--- config.mk ---
export PLATFORM = sky130hd
export DESIGN_NAME = sorted_double_ended_queue
export DESIGN_NICKNAME = d
export VERILOG_FILES = /design/src/hdl/sdq_pkg.sv /design/src/hdl/sdq_front.sv /design/src/hdl/sdq_fifo.sv /design/src/hdl/sdq_back.sv /design/src/hdl/sorted_double_ended_queue.sv
export SDC_FILE = /design/constraint.sdc
export NUM_CORES = 2
export LEC_CHECK = 0
export ABC_AREA = 1
export BUFFER_PORTS_ARGS = -buffer_cell sky130_fd_sc_hd__buf_2
export CORE_MARGIN = 4
export CORE_UTILIZATION = 51
export CTS_CLUSTER_SIZE = 10
export DETAILED_ROUTE_END_ITERATION = 10
export PLACE_DENSITY = 0.67
export SKIP_LAST_GASP = 1
export SLEW_MARGIN = 20
export SYNTH_ARGS = -nofsm -noshare
export SYNTH_HDL_FRONTEND = slang
export SYNTH_SLANG_ARGS = --single-unit
--- constraint.sdc ---
create_clock -name clk -period 7.2 [get_ports clk]
set_input_delay 0.36 -clock clk [delete_from_list [all_inputs] [get_ports clk]]
set_output_delay 0.36 -clock clk [all_outputs]
set_load 0.02 [all_outputs]
--- src/hdl/sdq_pkg.sv ---
// Shared types and constants for the sorted double-ended queue.
// Holds the request and status codes and the command beat format.
// No dependencies.
package sdq_pkg;

  // Store geometry.
  localparam int DEPTH = 16;
  localparam int DATA_WIDTH = 32;
  localparam int CW = $clog2(DEPTH + 1);
  localparam int IW = $clog2(DEPTH);

  typedef logic [DATA_WIDTH-1:0] data_t;
  typedef logic [CW-1:0] count_t;
  typedef logic [IW-1:0] index_t;

  // Requests after decoding.
  typedef enum logic [1:0] {
    OP_INSERT       = 2'd0,
    OP_POP_FIRST    = 2'd1,
    OP_POP_LAST     = 2'd2,
    OP_REMOVE_VALUE = 2'd3
  } op_t;

  // Result status codes.
  typedef enum logic [1:0] {
    ST_OK        = 2'd0,
    ST_NOT_FOUND = 2'd1,
    ST_EMPTY     = 2'd2,
    ST_FULL      = 2'd3
  } status_t;

  // One command beat between the front end and the cell array.
  typedef struct packed {
    op_t   op;
    data_t value;
  } cmd_t;

endpackage

--- src/hdl/sdq_front.sv ---
// Front end of the sorted double-ended queue: accepts and decodes requests.
// Depends on sdq_pkg; feeds sdq_fifo.
module sdq_front import sdq_pkg::*; (
  input  logic        clk,
  input  logic        rst_n,
  input  logic        start,
  output logic        busy,
  input  logic [1:0]  in_req_type,
  input  logic signed [31:0] in_value,
  output logic        push,
  output cmd_t        push_cmd,
  input  logic        fifo_full
);

  logic valid_r;
  logic valid_nxt;
  cmd_t cmd_r;
  op_t  op_dec;
  logic accept;

  // Map the request code onto the internal operation.
  always_comb begin
    case (in_req_type)
      2'd0:    op_dec = OP_INSERT;
      2'd1:    op_dec = OP_POP_FIRST;
      2'd2:    op_dec = OP_POP_LAST;
      default: op_dec = OP_REMOVE_VALUE;
    endcase
  end

  // The held beat moves on whenever the queue has room.
  assign push      = valid_r && !fifo_full;
  assign push_cmd  = cmd_r;
  assign busy      = valid_r && fifo_full;
  assign accept    = start && !busy;
  assign valid_nxt = accept || (valid_r && !push);

  always_ff @(posedge clk) begin
    if (!rst_n) begin
      valid_r <= 1'b0;
    end else begin
      valid_r <= valid_nxt;
    end
  end

  // Payload capture needs no reset.
  always_ff @(posedge clk) begin
    if (accept) begin
      cmd_r.op    <= op_dec;
      cmd_r.value <= data_t'(in_value);
    end
  end

endmodule

--- src/hdl/sdq_fifo.sv ---
// Two-beat command queue between the front end and the cell array.
// Depends on sdq_pkg.
module sdq_fifo import sdq_pkg::*; (
  input  logic clk,
  input  logic rst_n,
  input  logic push,
  input  cmd_t push_cmd,
  output logic full,
  output logic not_empty,
  input  logic pop,
  output cmd_t head
);

  cmd_t       mem [2];
  logic       wr_ptr_r;
  logic       wr_ptr_nxt;
  logic       rd_ptr_r;
  logic       rd_ptr_nxt;
  logic [1:0] fill_r;
  logic [1:0] fill_nxt;

  assign full      = (fill_r == 2'd2);
  assign not_empty = (fill_r != 2'd0);
  assign head      = mem[rd_ptr_r];

  // Pointer and fill bookkeeping.
  always_comb begin
    wr_ptr_nxt = push ? !wr_ptr_r : wr_ptr_r;
    rd_ptr_nxt = pop ? !rd_ptr_r : rd_ptr_r;
    fill_nxt   = fill_r + {1'b0, push} - {1'b0, pop};
  end

  always_ff @(posedge clk) begin
    if (!rst_n) begin
      wr_ptr_r <= 1'b0;
      rd_ptr_r <= 1'b0;
      fill_r   <= 2'd0;
    end else begin
      wr_ptr_r <= wr_ptr_nxt;
      rd_ptr_r <= rd_ptr_nxt;
      fill_r   <= fill_nxt;
    end
  end

  // Storage write.
  always_ff @(posedge clk) begin
    if (push) begin
      mem[wr_ptr_r] <= push_cmd;
    end
  end

endmodule

--- src/hdl/sdq_back.sv ---
// Back end of the sorted double-ended queue: a row of cells that compare
// and shift in parallel, plus the result registers. Depends on sdq_pkg.
module sdq_back import sdq_pkg::*; (
  input  logic        clk,
  input  logic        rst_n,
  input  logic        cmd_valid,
  input  cmd_t        cmd,
  output logic        out_valid,
  output logic [1:0]  out_status,
  output logic signed [31:0] out_removed_value,
  output logic [4:0]  out_entry_count,
  output logic signed [31:0] out_first_value,
  output logic signed [31:0] out_last_value
);

  data_t     ent_r   [DEPTH];
  data_t     ent_nxt [DEPTH];
  data_t     ent_prev[DEPTH];
  data_t     ent_next[DEPTH];
  count_t    cnt_r;
  count_t    cnt_nxt;
  logic      valid_bits[DEPTH];
  logic [DEPTH-1:0] le;
  logic [DEPTH-1:0] ge;
  logic [DEPTH-1:0] eq;
  logic [DEPTH-1:0] le_prev;
  logic      out_valid_r;
  status_t   status_r;
  status_t   status_nxt;
  data_t     removed_r;
  data_t     removed_nxt;
  data_t     last_ent;
  data_t     v;

  assign v = cmd.value;

  // Per-cell compare flags against the command value.
  always_comb begin
    for (int i = 0; i < DEPTH; i++) begin
      valid_bits[i] = (count_t'(i) < cnt_r);
      le[i] = valid_bits[i] && ($signed(ent_r[i]) <= $signed(v));
      ge[i] = valid_bits[i] && ($signed(ent_r[i]) >= $signed(v));
      eq[i] = valid_bits[i] && (ent_r[i] == v);
    end
  end

  // Neighbor taps for shifting up and down the row.
  for (genvar g = 0; g < DEPTH; g++) begin : g_taps
    if (g == 0) begin : g_first
      assign ent_prev[g] = v;
      assign le_prev[g]  = 1'b0;
    end else begin : g_mid
      assign ent_prev[g] = ent_r[g-1];
      assign le_prev[g]  = le[g-1];
    end
    if (g == DEPTH - 1) begin : g_last
      assign ent_next[g] = ent_r[g];
    end else begin : g_body
      assign ent_next[g] = ent_r[g+1];
    end
  end

  assign last_ent = ent_r[index_t'(cnt_r - count_t'(1))];

  // Cell update for one command.
  always_comb begin
    for (int i = 0; i < DEPTH; i++) begin
      ent_nxt[i] = ent_r[i];
    end
    cnt_nxt     = cnt_r;
    status_nxt  = ST_OK;
    removed_nxt = '0;
    case (cmd.op)
      OP_INSERT: begin
        if (cnt_r == count_t'(DEPTH)) begin
          status_nxt = ST_FULL;
        end else begin
          // Entries at or below the value stay; the first cell above takes
          // the value and the rest move up one place.
          for (int i = 0; i < DEPTH; i++) begin
            if (!le[i]) begin
              ent_nxt[i] = le_prev[i] || (i == 0) ? v : ent_prev[i];
            end
          end
          cnt_nxt = cnt_r + count_t'(1);
        end
      end
      OP_POP_FIRST: begin
        if (cnt_r == '0) begin
          status_nxt = ST_EMPTY;
        end else begin
          removed_nxt = ent_r[0];
          for (int i = 0; i < DEPTH; i++) begin
            ent_nxt[i] = ent_next[i];
          end
          cnt_nxt = cnt_r - count_t'(1);
        end
      end
      OP_POP_LAST: begin
        if (cnt_r == '0) begin
          status_nxt = ST_EMPTY;
        end else begin
          removed_nxt = last_ent;
          cnt_nxt     = cnt_r - count_t'(1);
        end
      end
      default: begin
        if (cnt_r == '0) begin
          status_nxt = ST_EMPTY;
        end else if (!(|eq)) begin
          status_nxt = ST_NOT_FOUND;
        end else begin
          // Sorted order puts the first match at the first cell not below
          // the value; that cell and all above it close up.
          removed_nxt = v;
          for (int i = 0; i < DEPTH; i++) begin
            if (ge[i]) begin
              ent_nxt[i] = ent_next[i];
            end
          end
          cnt_nxt = cnt_r - count_t'(1);
        end
      end
    endcase
  end

  // Control state.
  always_ff @(posedge clk) begin
    if (!rst_n) begin
      cnt_r       <= '0;
      out_valid_r <= 1'b0;
    end else begin
      out_valid_r <= cmd_valid;
      if (cmd_valid) begin
        cnt_r <= cnt_nxt;
      end
    end
  end

  // Entry and result payload.
  always_ff @(posedge clk) begin
    if (cmd_valid) begin
      for (int i = 0; i < DEPTH; i++) begin
        ent_r[i] <= ent_nxt[i];
      end
      status_r  <= status_nxt;
      removed_r <= removed_nxt;
    end
  end

  // Result beat; the end values are read straight from the updated cells.
  assign out_valid         = out_valid_r;
  assign out_status        = status_r;
  assign out_removed_value = 32'(removed_r);
  assign out_entry_count   = 5'(cnt_r);
  assign out_first_value   = (cnt_r != '0) ? 32'(ent_r[0]) : 32'd0;
  assign out_last_value    = (cnt_r != '0) ? 32'(last_ent) : 32'd0;

  a_count_bound: assert property (@(posedge clk) disable iff (!rst_n)
    cnt_r <= count_t'(DEPTH))
    else $error("entry count above depth");

  a_strobe_follows_cmd: assert property (@(posedge clk) disable iff (!rst_n)
    cmd_valid |=> out_valid)
    else $error("command without result beat");

  a_full_keeps_count: assert property (@(posedge clk) disable iff (!rst_n)
    out_valid && (status_r == ST_FULL) |-> cnt_r == count_t'(DEPTH))
    else $error("full status with room left");

  a_ends_ordered: assert property (@(posedge clk) disable iff (!rst_n)
    out_valid && (cnt_r != '0) |-> $signed(ent_r[0]) <= $signed(last_ent))
    else $error("first entry above last entry");

  a_ok_changes_count: assert property (@(posedge clk) disable iff (!rst_n)
    cmd_valid && (status_nxt != ST_OK) |=> $stable(cnt_r))
    else $error("failed request changed the count");

endmodule

--- src/hdl/sorted_double_ended_queue.sv ---
// Top level of the sorted double-ended queue.
// Depends on sdq_pkg, sdq_front, sdq_fifo and sdq_back.

// A request is taken at a rising edge with start high and busy low; its result
// beat passes the front end's held beat, the command queue and the result
// registers and shows on out_valid for exactly one cycle; the receiver cannot
// stall it, so it must capture every beat. The block sustains one request per
// cycle while busy is low: each cell of the sorted row compares its own entry
// and shifts in the same cycle, so the cell update sets the rate. Results come
// out in request order; a beat's count, first and last values reflect it.
module sorted_double_ended_queue import sdq_pkg::*; (
  input  logic        clk,
  input  logic        rst_n,
  input  logic        start,
  output logic        busy,
  input  logic [1:0]  in_req_type,
  input  logic signed [31:0] in_value,
  output logic        out_valid,
  output logic [1:0]  out_status,
  output logic signed [31:0] out_removed_value,
  output logic [4:0]  out_entry_count,
  output logic signed [31:0] out_first_value,
  output logic signed [31:0] out_last_value
);

  logic push;
  cmd_t push_cmd;
  logic fifo_full;
  logic fifo_not_empty;
  cmd_t head;

  // Request intake and decode.
  sdq_front u_front (
    .clk        (clk),
    .rst_n      (rst_n),
    .start      (start),
    .busy       (busy),
    .in_req_type(in_req_type),
    .in_value   (in_value),
    .push       (push),
    .push_cmd   (push_cmd),
    .fifo_full  (fifo_full)
  );

  // Decoupling queue; the cell row drains it every cycle.
  sdq_fifo u_fifo (
    .clk      (clk),
    .rst_n    (rst_n),
    .push     (push),
    .push_cmd (push_cmd),
    .full     (fifo_full),
    .not_empty(fifo_not_empty),
    .pop      (fifo_not_empty),
    .head     (head)
  );

  // Sorted cell row and result registers.
  sdq_back u_back (
    .clk              (clk),
    .rst_n            (rst_n),
    .cmd_valid        (fifo_not_empty),
    .cmd              (head),
    .out_valid        (out_valid),
    .out_status       (out_status),
    .out_removed_value(out_removed_value),
    .out_entry_count  (out_entry_count),
    .out_first_value  (out_first_value),
    .out_last_value   (out_last_value)
  );

endmodule
== After elaboration in Yosys (flattened, before gate mapping) ==
Memory sizes are Yosys's and may differ from the RTL's. A register that Yosys moved wholly into a read port is not among the register bits.
Cells that the tools add are included.
Word-level totals
  memories kept: 2
  register bits after elaboration: 79
  input port bits: 37
  word-level logic and storage cells: 229
  output and inout bits: 105
  memory bits (writable): 580
Cells by class
  add/sub/neg operators: 4
  reduce and logical (&&, ||, !) cells: 66
  multiplexer cells: 75
  equality and inequality tests: 25
  magnitude comparators: 47
Memories
  u_back.ent_r: words 16, width 32, read ports 17, clocked after memory_dff 0, wr ports 16, line sdq_back.sv:16  | data_t ent_r [DEPTH];
  u_fifo.mem: words 2, width 34, read ports 1, clocked after memory_dff 1, wr ports 1, line sdq_fifo.sv:14  | cmd_t mem [2];
Operator list (count)
  512-bit two-way mux: 4
  32-bit two-way mux: 52
  512-bit case mux with 3 select lines: 1
  32-bit == test: 16
  32-bit less-or-equal comparator: 16
  32-bit >= comparator: 15
  32-bit case mux with 3 select lines: 1
  1-bit logical AND: 51
  4-bit by 5-bit less-than comparator with 1-bit output (first input constant): 8
  3-bit by 5-bit less-than comparator with 1-bit output (first input constant): 4
  5-bit two-way mux: 4
  16-bit OR reduction: 1
  1-bit by 5-bit less-than comparator with 1-bit output (first input constant): 2
  2-bit by 5-bit less-than comparator with 1-bit output (first input constant): 2
  5-bit case mux with 2 select lines: 1
  1-bit two-way mux: 7
  2-bit == test (second input constant): 3
  2-bit two-way mux: 3
  2-bit inequality test (second input constant): 3
  2-bit case mux with 3 select lines: 1
  5-bit by 1-bit adder with 5-bit output (second input constant): 1
  5-bit == test (second input constant): 1
  1-bit logical NOT: 5
  5-bit logical NOT: 1
  12 further kinds: 14

== Logic depth before layout (Yosys ltp) ==
An unclocked memory read counts as a cell.
  depth after elaboration: 7
  mapped depth: 23
  depth with buffers taken out: 21

== Cells and area by module ==
From an unflattened synthesis, not the netlist that was laid out.
Unflattened totals
  cells, all modules: 7080
  area total of the unflattened synthesis: 52267.6 µm²
Modules (own cells, without submodules)
  sdq_back: area an instance 48347.6 µm², cells an instance 6896, instances 1, sequential area each 16515.8 µm²
  sdq_fifo: area an instance 2834.0 µm², cells an instance 139, instances 1, sequential area each 2142.1 µm²
  sdq_front: area an instance 1086.0 µm², cells an instance 45, instances 1, sequential area each 1041.0 µm²

== Least setup slack after synthesis ==
No wires, ideal clock.
  path kind: register to register
  from: register (tool-made name)
  to: memory u_back.ent_r[10][0] (netlist bit) (enable)
  path slack: 2.156 ns
  period minus slack after synthesis: 5.044 ns
  path buffers: 4
  stages on the path, launching flop included: 20
  arrival: 4.622 ns
  data required time: 6.778 ns
  setup time: 0.422 ns
  cells stage by stage: dfxtp_1 clkbuf_1 clkbuf_1 nand2_1 o21ai_1 clkbuf_1 ha_1 nand2_1 nor2_1 nand2_1 nor2_1 nand3_2 o21ai_1 nor2_1 nand2_2 nor2_8 a21oi_4 buf_4 nand2_1 nor2_1
RTL lines (line)
  to (decl): sdq_back.sv:16

== Worst setup path after layout ==
  from: register u_back.cnt_r[0], in the netlist u_back.out_entry_count[0]
  to: output port out_last_value[2]
On the way
  longest elaborated chain between the ends: 3
  elaborated cells on any way between the ends: 4
  classes of those cells: add/sub: 1; mux: 1; reduce/logical: 1; memory: 1
RTL lines
  from (decl): line sdq_back.sv:20  | count_t cnt_r;
  from (signal assigned): line sdq_back.sv:135  | cnt_r <= cnt_nxt;
  5-bit by 1-bit subtractor with 5-bit output: line sdq_back.sv:63  | assign last_ent = ent_r[index_t'(cnt_r - count_t'(1))];
  memory read 16 x 32 bit
  32-bit two-way mux *: line sdq_back.sv:157  | assign out_last_value = (cnt_r != '0) ? 32'(last_ent) : 32'd0;
  to (decl): line sorted_double_ended_queue.sv:23  | output logic signed [31:0] out_last_value
Mark *: on every way between the ends. The rest lies on a longest branch, timed or not.

==> impl_metrics.toml <==
[run_status]
outcome = "completed"

[timing]
fin_skew_ns = 0.0301
fin_crit_ns = 5.62
slew_headroom_pct = 24.1
min_period_over_period_pct = 78.1
rsz0062_at_grt = "false"
timing.fmax_mhz = 178
hold_viol = 0
final-max-slew-violation-count = 0
tns_ns = 0
holdWs_ns = 0.395
worstMarginPinSlew_ns = 1.14
finalSetupViolations = 0

[global_route]
gr-usage-all-layers_pct = 38.7
grt_pass1_wl_um = 318000
grt-ovfl-total = 0
grt_pass1_vias = 51300
antenna_found_initial = 2
grt_max_degree = 183

[clock_network]
cts_buffer_depth = 3
clk_pin_slew_ns = 0.06
clock_sinks = 660
cts_setup_buffers = 0
ctsRootBufferMaster = "clkbuf_16"
cts_buffers = 82
clock_latency_ns = 0.69
cts_max_level = 3
cts_tree = "done"

[critical_path]
rr_worst_depth = 20
worstPathRequired_ns = 6.84
startpoint_type = "flip-flop"
critical_path_class = "reg2out"
arrival_ns = 5.26
r2r-end = "u_back.ent_r[10][5]$_DFFE_PP_"
crit_fanout = 80
startpoint = "u_back.out_entry_count[0]$_SDFFE_PN0P_"
end_kind = "output port"
ff2ff_setup_slack_ns = 1.64

[detailed_routing]
dr.first_iter.drc_count = 7003
drt-wirelength-per-cell_um = 25.1
drt_first_pass_iters = 8
vias = 54400
antenna_left = 0
viasPerCell = 6.28
routed_wl_um = 218000
drc_errors = 0

[final_layout]
num-nets-final = 7791
final_layout_size_suffix_gt1_share_pct = 6.67
area_growth_pct = 9.66
fillers = 9885

[synth]
synth_flop_cell = "edfxtp_1"
syn_nets = 7845
netlist_instances = 7288
yosys_warnings = 0
synthesis.area_sq_mm = 0.0531
synth_cell_types = 38
post-synth-top-count-cell = "nand2_1"
ys_seq_area_share_pct = 37.1
synth_seq_cells = 660
async_flop_share_pct = 0
yosysTopAreaCellShare_pct = 36.7
synth_common_cells = "nand2_1, nand3_1, inv_1"
syn_avg_cell_area_sq_um = 7.28
synth_area_leaders = "edfxtp_1, nand3_1, nand2_1"
synth_area_leader_cell = "edfxtp_1"
synth_edf_count = 648

[power_and_ir_drop]
power_per_cell_area_mw_per_mm2 = 176
vdd_drop_max_mv = 0.171
leakage_nw = 27.3
p_total_mw = 10.2

[placement]
io_buffers = 141
dp_hpwl_um = 157000
gp_congestion = 1.04

[hold_path]
holdCritStartpoint = "in_value[10]"
hold_depth = 2
holdCritPathClass = "in2reg"
worstHoldEndpoint = "u_front.push_cmd[10]$_DFFE_PP_"

[die]
floorplan.initialDensity_pct = 51.3
dieWidth_um = 331
die_h_um = 331
placementRows = 118
io_pins = 142
die-area_sq_mm = 0.109
coreArea_sq_mm = 0.103

[job]
maxCapViolations = 0
[worst max path at each step]
stage / depth (start not counted) / to
floorplan: 19 / u_back.ent_r[10][0]$_DFFE_PP_
global placement: 20 / u_back.ent_r[10][6]$_DFFE_PP_
detailed placement: 20 / u_back.ent_r[10][7]$_DFFE_PP_
CTS: 20 / u_back.ent_r[10][4]$_DFFE_PP_
global route: 20 / u_back.ent_r[10][5]$_DFFE_PP_
finish: 11 / out_last_value[2]
[cells by family (layout without fill, tap and decap cells)]
family | count (synthesis) | in the layout | synth area share, %
adders and majority gates | 520 | 520 | 12.3
xor gates and xnor gates | 2 | 2 | 0.0330
buffers and inverters | 1186 | 1183 | 8.63
other | 0 | 3 | 0
DFF | 660 | 660 | 37.1
AOI/OAI and AO/OA | 1000 | 1000 | 9.92
and+or+nand+nor | 3920 | 3920 | 32.0
[per-layer routing]
metal | track usage [%] | share of wire, % | up-vias
met1 | 46.1 | 36 | 25600
met2 | 61.1 | 45 | 3222
met3 | 10.5 | 11 | 855
met5 | 0 | 0 | -
met4 | 26.7 | 8.1 | 0
li1 | - | - | 24700
[report_power, final]
group	switching (mW)	leakage, nW	internal, mW
sequential	0.0429	6.00	4.27
clock	1.78	1.18	2.22
combinational	1.40	20.2	0.515
[critical path: stages, from the launching register on]
cell and delay [ns]:
dfxtp_4 0.78, inv_6 0.37, ha_4 0.49, inv_6 0.40, buf_4 0.89, a21oi_1 0.11
o21ai_0 0.21, nand3_1 0.13, nand3_1 0.12, nand2_1 0.16, nor2_1 0.44, buf_2 0.26
[state kept, by name, indices dropped and copies added, names as in the netlist, named ones only]
register                  count
u_back.ent_r                512
u_fifo.mem                   68
u_front.push_cmd             34
u_back.out_removed_value     32
u_back.out_entry_count        5
u_back.out_status             2
u_fifo.fill_r                 2
u_back.out_valid              1
u_fifo.rd_ptr_r               1
u_fifo.wr_ptr_r               1
u_front.valid_r               1
[metrics by stage]
| stage | util (%) | instances | worst slack (ns) | instance area (sq um) |
|---|---|---|---|---|
| 6_report | 56.3 | 8668 | 1.58 | 58200 |
| 3_3_place_gp | 53.5 | 8494 | 1.81 | 55300 |
| 5_1_grt | 56.3 | 8665 | 1.38 | 58200 |
| 2_1_floorplan | - | 7288 | 2.16 | 53100 |
| 3_5_place_dp | 53.6 | 8494 | 1.76 | 55300 |
| 4_1_cts | 56.3 | 8665 | 1.73 | 58200 |
[what timing repair did]
action	CTS	global route
hold endpoints to repair	38	0
resized for setup	0	0
hold buffers	36	0
[area by class of cell]
type / count / area, sq um / share of cell area [%]
Antenna cell: 3 / 7.51 / 0.0129
Tap cell: 1380 / 1730 / 2.97
Multi-Input combinational cell: 5442 / 29300 / 50.3
Inverter: 719 / 2720 / 4.67
Timing Repair Buffer: 329 / 2310 / 3.97
Clock buffer: 113 / 2210 / 3.80
Clock inverter: 22 / 241 / 0.415
Sequential cell: 660 / 19700 / 33.9
[cell usage in the layout, fill, tap and decap left out, types with 34 or more instances in the layout]
| cell type | instances |
|---|---|
| o21ai_1 | 34 |
| clkbuf_16 | 83 |
| nand3_1 | 1699 |
| edfxtp_1 | 648 |
| nand2_1 | 1767 |
| dlygate4sd3_1 | 36 |
| buf_4 | 144 |
| inv_1 | 708 |
| buf_2 | 141 |
| a21oi_1 | 504 |
| ha_1 | 517 |
| nor2_1 | 388 |
| o21ai_0 | 338 |
Note: power is estimated with default switching activity, not from simulation.
